[src/rtl/slecf_pkg.sv]
package slecf_pkg;

    localparam int PIX_W  = 8;
    localparam int SUM_W  = 9;
    localparam int LIM_W  = 11;
    localparam int POS_W  = 13;
    localparam int KIND_W = 3;

    localparam int QUEUE_DEPTH = 4;
    localparam int QPTR_W      = $clog2(QUEUE_DEPTH);
    localparam int QCNT_W      = $clog2(QUEUE_DEPTH + 1);

    localparam int WIN = 6;

    localparam logic [KIND_W-1:0] KIND_CROSS    = 3'd0;
    localparam logic [KIND_W-1:0] KIND_DONE     = 3'd1;
    localparam logic [KIND_W-1:0] KIND_NONE     = 3'd2;
    localparam logic [KIND_W-1:0] KIND_SHORT    = 3'd3;
    localparam logic [KIND_W-1:0] KIND_BAD_THR  = 3'd4;

    localparam logic [POS_W-1:0] POS_STATUS = '1;
    localparam logic [POS_W-1:0] POS_EARLY  = 13'd2;

    localparam logic [PIX_W-1:0] THR_RESET = 8'd128;
    localparam logic [PIX_W-1:0] THR_MAX   = 8'd255;

    // One queue entry holds everything a column produces: up to three results.
    typedef struct packed {
        logic              held;
        logic              xing;
        logic [POS_W-1:0]  cross_pos;
        logic              status;
        logic [KIND_W-1:0] status_kind;
    } cmd_t;

endpackage

[src/rtl/slecf_front.sv]
module slecf_front
    import slecf_pkg::*;
#(
    parameter int LINE_MAX = 4096
) (
    input  logic              aclk,
    input  logic              aresetn,
    input  logic              cfg_valid,
    output logic              cfg_ready,
    input  logic [PIX_W-1:0]  cfg_data,
    input  logic              s_tvalid,
    output logic              s_tready,
    input  logic [2*PIX_W-1:0] s_tdata,
    input  logic              s_tlast,
    input  logic              q_full,
    output logic              q_push,
    output cmd_t              q_cmd
);

    localparam int CNT_W  = $clog2(LINE_MAX + 1);
    localparam int CALC_W = (CNT_W > POS_W) ? CNT_W : POS_W;

    logic [LIM_W-1:0] lim_reg;
    logic             thr_ok_reg;

    logic [SUM_W-1:0] prev_reg,  prev_next;
    logic [PIX_W-1:0] win_reg  [WIN];
    logic [PIX_W-1:0] win_next [WIN];
    logic [CNT_W-1:0] cnt_reg,   cnt_next;
    logic             found_reg, found_next;
    logic             held_reg,  held_next;

    logic              accept;
    logic              in_range;
    logic [SUM_W-1:0]  colsum;
    logic [SUM_W:0]    pairsum;
    logic [PIX_W-1:0]  sample;
    logic [LIM_W-1:0]  mid;
    logic [LIM_W-1:0]  s1;
    logic [LIM_W-1:0]  s2;
    logic              xing;
    logic [CNT_W-1:0]  cnt_after;
    logic [CALC_W-1:0] pos_calc;
    cmd_t              cmd;

    assign cfg_ready = 1'b1;
    assign s_tready  = !q_full;
    assign accept    = s_tvalid && s_tready;

    // The threshold is kept as its limit 5 * threshold, formed at the write.
    always_ff @(posedge aclk) begin
        if (!aresetn) begin
            lim_reg    <= LIM_W'(THR_RESET) + (LIM_W'(THR_RESET) << 2);
            thr_ok_reg <= 1'b1;
        end else if (cfg_valid) begin
            lim_reg    <= LIM_W'(cfg_data) + (LIM_W'(cfg_data) << 2);
            thr_ok_reg <= (cfg_data != '0) && (cfg_data != THR_MAX);
        end
    end

    assign in_range = cnt_reg < CNT_W'(LINE_MAX);
    assign colsum   = SUM_W'(s_tdata[PIX_W-1:0]) + SUM_W'(s_tdata[2*PIX_W-1:PIX_W]);
    assign pairsum  = (SUM_W + 1)'(prev_reg) + (SUM_W + 1)'(colsum);
    assign sample   = pairsum[SUM_W:2];

    // After the shift, window slots 1..4 hold the old slots 2..5.
    assign mid   = LIM_W'(win_reg[2]) + LIM_W'(win_reg[3])
                 + LIM_W'(win_reg[4]) + LIM_W'(win_reg[5]);
    assign s1    = mid + LIM_W'(win_reg[1]);
    assign s2    = mid + LIM_W'(sample);
    assign xing  = (s1 > lim_reg) != (s2 > lim_reg);

    assign pos_calc = CALC_W'(cnt_reg) - CALC_W'(9);

    always_comb begin
        prev_next  = prev_reg;
        win_next   = win_reg;
        cnt_next   = cnt_reg;
        found_next = found_reg;
        held_next  = held_reg;
        cnt_after  = cnt_reg;
        cmd        = '0;
        cmd.cross_pos   = pos_calc[POS_W-1:0];
        cmd.status_kind = KIND_NONE;

        if (accept) begin
            if (in_range) begin
                if (cnt_reg >= CNT_W'(6)) begin
                    for (int i = 0; i < WIN - 1; i++) begin
                        win_next[i] = win_reg[i+1];
                    end
                    win_next[WIN-1] = sample;
                    if (!thr_ok_reg) begin
                        held_next = 1'b0;
                    end else if (cnt_reg == CNT_W'(11)) begin
                        held_next = xing;
                    end else if (cnt_reg > CNT_W'(11)) begin
                        cmd.held   = held_reg;
                        cmd.xing   = xing;
                        held_next  = 1'b0;
                        found_next = found_reg || held_reg || xing;
                    end
                end
                prev_next = colsum;
                cnt_after = cnt_reg + CNT_W'(1);
                cnt_next  = cnt_after;
            end

            if (s_tlast) begin
                cmd.status = 1'b1;
                if (!thr_ok_reg) begin
                    cmd.status_kind = KIND_BAD_THR;
                end else if (cnt_after <= CNT_W'(12)) begin
                    cmd.status_kind = KIND_SHORT;
                end else if (found_next) begin
                    cmd.status_kind = KIND_DONE;
                end else begin
                    cmd.status_kind = KIND_NONE;
                end
                cnt_next   = '0;
                found_next = 1'b0;
                held_next  = 1'b0;
            end
        end
    end

    assign q_cmd  = cmd;
    assign q_push = accept && (cmd.held || cmd.xing || cmd.status);

    always_ff @(posedge aclk) begin
        if (!aresetn) begin
            cnt_reg   <= '0;
            found_reg <= 1'b0;
            held_reg  <= 1'b0;
        end else begin
            cnt_reg   <= cnt_next;
            found_reg <= found_next;
            held_reg  <= held_next;
        end
    end

    // The window and previous sum are refilled before every use in a line.
    always_ff @(posedge aclk) begin
        prev_reg <= prev_next;
        win_reg  <= win_next;
    end

endmodule

[src/rtl/slecf_queue.sv]
module slecf_queue
    import slecf_pkg::*;
(
    input  logic aclk,
    input  logic aresetn,
    input  logic push,
    input  cmd_t push_cmd,
    input  logic pop,
    output cmd_t head,
    output logic empty,
    output logic full
);

    cmd_t              mem_reg [QUEUE_DEPTH];
    logic [QPTR_W-1:0] wr_reg,  wr_next;
    logic [QPTR_W-1:0] rd_reg,  rd_next;
    logic [QCNT_W-1:0] cnt_reg, cnt_next;

    assign empty = cnt_reg == '0;
    assign full  = cnt_reg == QCNT_W'(QUEUE_DEPTH);
    assign head  = mem_reg[rd_reg];

    always_comb begin
        wr_next  = wr_reg;
        rd_next  = rd_reg;
        cnt_next = cnt_reg;
        if (push) begin
            wr_next = (wr_reg == QPTR_W'(QUEUE_DEPTH - 1)) ? '0 : wr_reg + QPTR_W'(1);
        end
        if (pop) begin
            rd_next = (rd_reg == QPTR_W'(QUEUE_DEPTH - 1)) ? '0 : rd_reg + QPTR_W'(1);
        end
        if (push && !pop) begin
            cnt_next = cnt_reg + QCNT_W'(1);
        end else if (pop && !push) begin
            cnt_next = cnt_reg - QCNT_W'(1);
        end
    end

    always_ff @(posedge aclk) begin
        if (!aresetn) begin
            wr_reg  <= '0;
            rd_reg  <= '0;
            cnt_reg <= '0;
        end else begin
            wr_reg  <= wr_next;
            rd_reg  <= rd_next;
            cnt_reg <= cnt_next;
        end
    end

    always_ff @(posedge aclk) begin
        if (push) begin
            mem_reg[wr_reg] <= push_cmd;
        end
    end

endmodule

[src/rtl/slecf_back.sv]
module slecf_back
    import slecf_pkg::*;
(
    input  logic              aclk,
    input  logic              aresetn,
    input  cmd_t              head,
    input  logic              empty,
    output logic              pop,
    output logic              m_tvalid,
    input  logic              m_tready,
    output logic [15:0]       m_tdata,
    output logic [KIND_W-1:0] m_tuser,
    output logic              m_tlast
);

    // done_reg marks the results of the head entry already sent:
    // bit 0 the held crossing, bit 1 the crossing, bit 2 the status.
    logic [2:0]        done_reg,  done_next;
    logic              valid_reg, valid_next;
    logic [POS_W-1:0]  pos_reg,   pos_next;
    logic [KIND_W-1:0] kind_reg,  kind_next;
    logic              last_reg,  last_next;

    logic       load;
    logic [2:0] pend;
    logic [2:0] pick;

    assign load = !valid_reg || m_tready;
    assign pend = empty ? 3'b000 : ({head.status, head.xing, head.held} & ~done_reg);
    assign pick = pend & (~pend + 3'd1);

    always_comb begin
        done_next  = done_reg;
        valid_next = valid_reg && !m_tready;
        pos_next   = pos_reg;
        kind_next  = kind_reg;
        last_next  = last_reg;
        pop        = 1'b0;

        if (load && (pend != 3'b000)) begin
            valid_next = 1'b1;
            if (pick[0]) begin
                pos_next  = POS_EARLY;
                kind_next = KIND_CROSS;
                last_next = 1'b0;
            end else if (pick[1]) begin
                pos_next  = head.cross_pos;
                kind_next = KIND_CROSS;
                last_next = 1'b0;
            end else begin
                pos_next  = POS_STATUS;
                kind_next = head.status_kind;
                last_next = 1'b1;
            end
            if ((pend & ~pick) == 3'b000) begin
                pop       = 1'b1;
                done_next = 3'b000;
            end else begin
                done_next = done_reg | pick;
            end
        end
    end

    always_ff @(posedge aclk) begin
        if (!aresetn) begin
            done_reg  <= '0;
            valid_reg <= 1'b0;
        end else begin
            done_reg  <= done_next;
            valid_reg <= valid_next;
        end
    end

    always_ff @(posedge aclk) begin
        pos_reg  <= pos_next;
        kind_reg <= kind_next;
        last_reg <= last_next;
    end

    assign m_tvalid = valid_reg;
    assign m_tdata  = {{(16 - POS_W){1'b0}}, pos_reg};
    assign m_tuser  = kind_reg;
    assign m_tlast  = last_reg;

endmodule

[src/rtl/scan_line_edge_crossing_finder_top.sv]
// Channel  | Direction | Word
// ---------+-----------+----------------------------------------------------------
// cfg_     | in        | cfg_data[7:0] threshold
// s_       | in        | tdata[7:0] top_pixel, tdata[15:8] bottom_pixel, tlast line_end
// m_       | out       | tdata[12:0] position, tuser[2:0] kind, tlast last
//
// One column word is taken per clock while the queue is not full; a column that
// yields k results (0 to 3) sends them one by one from the single output register,
// so the sustained rate is one word per cycle while columns average at most one result.
// A four-entry queue between the column front end and the result sequencer
// absorbs bursts; s_tready drops only when that queue is full.
// Reset (aresetn low, synchronous) sets the threshold to 128 and starts a new line.
module scan_line_edge_crossing_finder_top
    import slecf_pkg::*;
#(
    parameter int LINE_MAX = 4096
) (
    input  logic              aclk,
    input  logic              aresetn,
    input  logic              cfg_valid,
    output logic              cfg_ready,
    input  logic [PIX_W-1:0]  cfg_data,     // threshold
    input  logic              s_tvalid,
    output logic              s_tready,
    input  logic [2*PIX_W-1:0] s_tdata,     // [7:0] top_pixel, [15:8] bottom_pixel
    input  logic              s_tlast,
    output logic              m_tvalid,
    input  logic              m_tready,
    output logic [15:0]       m_tdata,      // [12:0] position, [15:13] zero
    output logic [KIND_W-1:0] m_tuser,      // [2:0] kind
    output logic              m_tlast
);

    logic q_full;
    logic q_empty;
    logic q_push;
    logic q_pop;
    cmd_t q_cmd;
    cmd_t q_head;

    slecf_front #(
        .LINE_MAX (LINE_MAX)
    ) u_front (
        .aclk      (aclk),
        .aresetn   (aresetn),
        .cfg_valid (cfg_valid),
        .cfg_ready (cfg_ready),
        .cfg_data  (cfg_data),
        .s_tvalid  (s_tvalid),
        .s_tready  (s_tready),
        .s_tdata   (s_tdata),
        .s_tlast   (s_tlast),
        .q_full    (q_full),
        .q_push    (q_push),
        .q_cmd     (q_cmd)
    );

    slecf_queue u_queue (
        .aclk     (aclk),
        .aresetn  (aresetn),
        .push     (q_push),
        .push_cmd (q_cmd),
        .pop      (q_pop),
        .head     (q_head),
        .empty    (q_empty),
        .full     (q_full)
    );

    slecf_back u_back (
        .aclk     (aclk),
        .aresetn  (aresetn),
        .head     (q_head),
        .empty    (q_empty),
        .pop      (q_pop),
        .m_tvalid (m_tvalid),
        .m_tready (m_tready),
        .m_tdata  (m_tdata),
        .m_tuser  (m_tuser),
        .m_tlast  (m_tlast)
    );

endmodule
[config.mk]
export PLATFORM = sky130hd
export DESIGN_NAME = scan_line_edge_crossing_finder_top
export DESIGN_NICKNAME = d
export VERILOG_FILES = /design/src/rtl/slecf_pkg.sv /design/src/rtl/slecf_front.sv /design/src/rtl/slecf_queue.sv /design/src/rtl/slecf_back.sv /design/src/rtl/scan_line_edge_crossing_finder_top.sv
export SDC_FILE = /design/constraint.sdc
export NUM_CORES = 1
export LEC_CHECK = 0
export BUFFER_PORTS_ARGS = -buffer_cell sky130_fd_sc_hd__buf_2
export CORE_ASPECT_RATIO = 2
export CORE_MARGIN = 2
export CORE_UTILIZATION = 35
export DETAILED_ROUTE_END_ITERATION = 12
export GPL_ROUTABILITY_DRIVEN = 0
export PLACE_DENSITY = 0.5
export SLEW_MARGIN = 30
export SYNTH_ARGS = -nofsm -noshare
export SYNTH_HDL_FRONTEND = slang
export SYNTH_SLANG_ARGS = --single-unit
export TNS_END_PERCENT = 1
[constraint.sdc]
create_clock -name aclk -period 7.4 [get_ports aclk]
set_clock_uncertainty 0.15 [all_clocks]
set_input_delay 1.48 -clock aclk [delete_from_list [all_inputs] [get_ports aclk]]
set_output_delay 1.48 -clock aclk [all_outputs]
set_load 0.05 [all_outputs]
==> out/summary.txt <==
Crit path largest cell delay -> 0.51 ns
Count of endpoints failing hold in the final timing report -> 0
Final worst-path cycle share -> 95.5%
Wire length per cell -> 15.7 um
Boundary Pins -> 53
Post-layout instance count excluding filler cells -> 1,309
Classification of the worst setup path -> input port to register
Critical Path End Type -> register
First-pass GRT wire length -> 33.7 mm
Combinational cell fraction of total power -> 36.9%
Fmax -> 141 MHz
Number of antenna violations at the first check in global routing -> 0
Total design power -> 3.51 mW
RR Endpoint -> u_queue.cnt_reg[2]
Hold slack final -> 0.303 ns
Slew at the pin closest to its max-slew limit -> 0.890 ns
Average via count per standard cell -> 5.02
Buffers added on ports -> 48
Total vias in the final route -> 6,568
Worst r2r src -> u_front.win_reg[24]
Mapped Cells -> 862
Num Clock Sinks -> 182
Total Neg Setup Slack -> 0 ns
Sequential Power Share -> 37.2%
NumNets Final -> 1,066
Status -> finished, final reports clean
Worst hold path stage count -> 0
Final Max Tran Viols -> 0
Clock buffer depth -> 2
Power density relative to cell area -> 302 nW/um^2
Switching Share -> 35.8%
Num rows -> 88
Share of synthesized registers carrying an async set or reset -> 0%
Area growth from synthesis to layout -> 15.4%
Seq/Total Area, Yosys -> 50.2%
Vias in the first global route -> 6,734
Clock latency on the worst-skew pair -> 0.45 ns
Most frequent standard cell in the layout excluding fill and tap cells -> sky130_fd_sc_hd__edfxtp_1
Core Footprint -> 28,600 um^2
Number of synthesized register bits -> 182
Proportion of layout cells with a drive suffix above 1 -> 17.1%
Length in cells of the worst reg-to-reg path -> 29
Number of detailed-routing iterations run before antenna repair -> 5
Antenna diode instance count -> 0
Root buf cell -> sky130_fd_sc_hd__clkbuf_16
Setup repair after global routing missed its margin -> yes
Inst Count DP -> 1,275
Setup slack on the worst flop-to-flop path -> 0.47 ns
Cell at the slowest stage of the critical path -> sky130_fd_sc_hd__fa_2
Total CTS buffers -> 17
Cell occurring most often along the worst timing path -> sky130_fd_sc_hd__ha_1
Die Footprint -> 30,300 um^2
Largest net degree at the start of global routing -> 41
Netlist Area Pre-Place -> 10,100 um^2
Total number of H-tree levels -> 4
Die extent in x -> 124 um
Worst IR Drop VDD -> 173 uV
P_sw -> 1.26 mW
Starting utilization of the core area -> 35.2%
Total non-filler cell area in the finished layout -> 11,600 um^2
GR Overflow Total -> 0
Share of total power in the clock network -> 25.9%
CP required -> 7.63 ns
Arrival time worst endpoint -> 7.30 ns
Clock-pin slew of the registers on the worst-case setup and hold paths -> 0.08 ns
EDFF count, synth -> 142
Max_cap viols -> 0
Per-instance average area after synthesis -> 11.7 um^2
Total routing usage reported by global routing -> 14.5%
Crit path max fanout -> 3
Crit path time final -> 7.07 ns
Startpoint of the worst hold path -> u_front.win_reg[0]
Area of placed instances -> 11,000 um^2
Highest-count cells in the layout ignoring fill and taps -> sky130_fd_sc_hd__edfxtp_1 (142), sky130_fd_sc_hd__inv_1 (86), sky130_fd_sc_hd__ha_1 (84)
Count of unique library cells instantiated by Yosys -> 72
DRT Wirelength -> 20.6 mm
Clock tree from TritonCTS -> built
Post-route antenna net violation count -> 0
Count of routing violations after the opening detailed-route iteration -> 363
Die height -> 244 um
Static leakage -> 4.46 nW
Share of the core filled with cells in the final layout -> 40.7%
Max reg flops -> 76
Worst min-delay path class -> register to register
Element type at the critical path start -> input port
Filler Cell Count -> 2,709
Sum of net half-perimeters after detailed placement -> 14.8 mm
Post-layout worst setup margin -> 0.329 ns
Setup violation total in the final timing report -> 0
Post-placement worst setup slack -> -0.282 ns
Number of warnings reported in the yosys synthesis log -> 0
Number of DRC violations after detailed routing -> 0
Max_slew headroom -> 40.5%
Internal portion of total power -> 2.26 mW
Hold Crit Endpoint -> u_front.win_reg[8]
Leading register cell type out of synthesis -> sky130_fd_sc_hd__edfxtp_1
==> layer usage <==
metal	vias to the layer above	wire length, um	GRT usage, %
li1	3252	-	-
met2	92	10300	24.2
met5	-	0	0
met1	3208	9320	18.4
met3	16	616	2.82
met4	0	338	5.12
==> worst max path at each step <==
stage                     startpoint            endpoint  slack (ns)  cells past startpoint
after floorplan           s_tdata[0]  u_queue.cnt_reg[2]        0.03                     31
after global placement    s_tdata[0]  u_queue.cnt_reg[2]       -0.14                     32
after detailed placement  s_tdata[1]  u_queue.cnt_reg[2]       -0.28                     31
after CTS                 s_tdata[1]  u_queue.cnt_reg[2]        0.19                     31
after global routing      s_tdata[0]  u_queue.cnt_reg[2]       -0.04                     33
final                     s_tdata[0]  u_queue.cnt_reg[2]        0.33                     32
==> layout make-up <==
type | instances | area (um^2) | share of cell area, %
Clock buffer | 19 | 454 | 3.90
Clock inverter | 13 | 133 | 1.14
Multi-Input combinational cell | 563 | 4650 | 39.9
Timing Repair Buffer | 85 | 568 | 4.88
Inverter | 87 | 327 | 2.80
Tap cell | 360 | 450 | 3.87
Sequential cell | 182 | 5070 | 43.5
==> repair_timing <==
item / CTS / global route
gates resized for setup: 0 / 18
buffers inserted: 0 / 2
hold buffers: 0 / 0
setup endpoints to repair: 0 / 1
hold endpoints to repair: 0 / 0
==> worst max-delay path, delay by kind of cell <==
kind | cells | cell delay (ns)
AOI/OAI and AO/OA | 11 | 1.81
xor gates and xnor gates | 3 | 0.39
adders and majority gates | 7 | 2.08
buffers and inverters | 4 | 0.24
and+or+nand+nor | 7 | 1.30
==> power by group through the flow <==
stage / combinational (mW) / sequential (mW) / clock, mW
3_3_place_gp: 1.25 / 1.33 / 0
5_1_grt: 1.44 / 1.32 / 0.974
3_5_place_dp: 1.28 / 1.33 / 0
4_1_cts: 1.29 / 1.31 / 0.944
6_report: 1.30 / 1.31 / 0.910
2_1_floorplan: 0.756 / 1.47 / 0
==> kinds of logic (layout without fill, tap and decap cells) <==
family / Yosys count / after routing / share of synthesized area (%)
and+or+nand+nor: 198 / 198 / 10.1
DFF: 182 / 182 / 50.2
AOI/OAI and AO/OA: 175 / 175 / 11.0
buffers and inverters: 119 / 204 / 4.81
adders and majority gates: 100 / 100 / 13.5
xor gates and xnor gates: 58 / 58 / 5.03
muxes: 28 / 28 / 5.25
other: 2 / 4 / 0.0744
==> Yosys cell counts (4+ instances only) <==
master | instances | area [um^2]
sky130_fd_sc_hd__edfxtp_1 | 142 | 4260
sky130_fd_sc_hd__inv_1 | 86 | 323
sky130_fd_sc_hd__ha_1 | 85 | 1060
sky130_fd_sc_hd__nor2_1 | 57 | 214
sky130_fd_sc_hd__a21oi_1 | 56 | 280
sky130_fd_sc_hd__nand2_1 | 41 | 154
sky130_fd_sc_hd__dfxtp_1 | 40 | 801
sky130_fd_sc_hd__xnor2_1 | 36 | 315
sky130_fd_sc_hd__o21ai_0 | 28 | 140
sky130_fd_sc_hd__xor2_1 | 22 | 193
sky130_fd_sc_hd__clkbuf_1 | 18 | 67.6
sky130_fd_sc_hd__a21o_1 | 17 | 128
sky130_fd_sc_hd__mux4_2 | 16 | 360
sky130_fd_sc_hd__o21a_1 | 16 | 120
sky130_fd_sc_hd__fa_1 | 15 | 300
sky130_fd_sc_hd__o21ai_1 | 12 | 60.1
sky130_fd_sc_hd__nor3_1 | 10 | 50.1
sky130_fd_sc_hd__or3_1 | 10 | 62.6
sky130_fd_sc_hd__mux2i_1 | 9 | 90.1
sky130_fd_sc_hd__nand4_1 | 9 | 56.3
sky130_fd_sc_hd__nor2b_1 | 9 | 56.3
sky130_fd_sc_hd__nor4_1 | 9 | 56.3
sky130_fd_sc_hd__nand3_1 | 8 | 40.0
sky130_fd_sc_hd__and2_1 | 7 | 43.8
sky130_fd_sc_hd__nand2b_1 | 7 | 43.8
sky130_fd_sc_hd__a31oi_1 | 6 | 37.5
sky130_fd_sc_hd__a211oi_1 | 5 | 37.5
sky130_fd_sc_hd__and3_1 | 5 | 31.3
sky130_fd_sc_hd__buf_4 | 5 | 37.5
sky130_fd_sc_hd__nand3b_1 | 5 | 37.5
sky130_fd_sc_hd__nand4b_1 | 4 | 35.0
sky130_fd_sc_hd__o21bai_1 | 4 | 30.0
No activity file was read; power rests on OpenSTA's default activity.
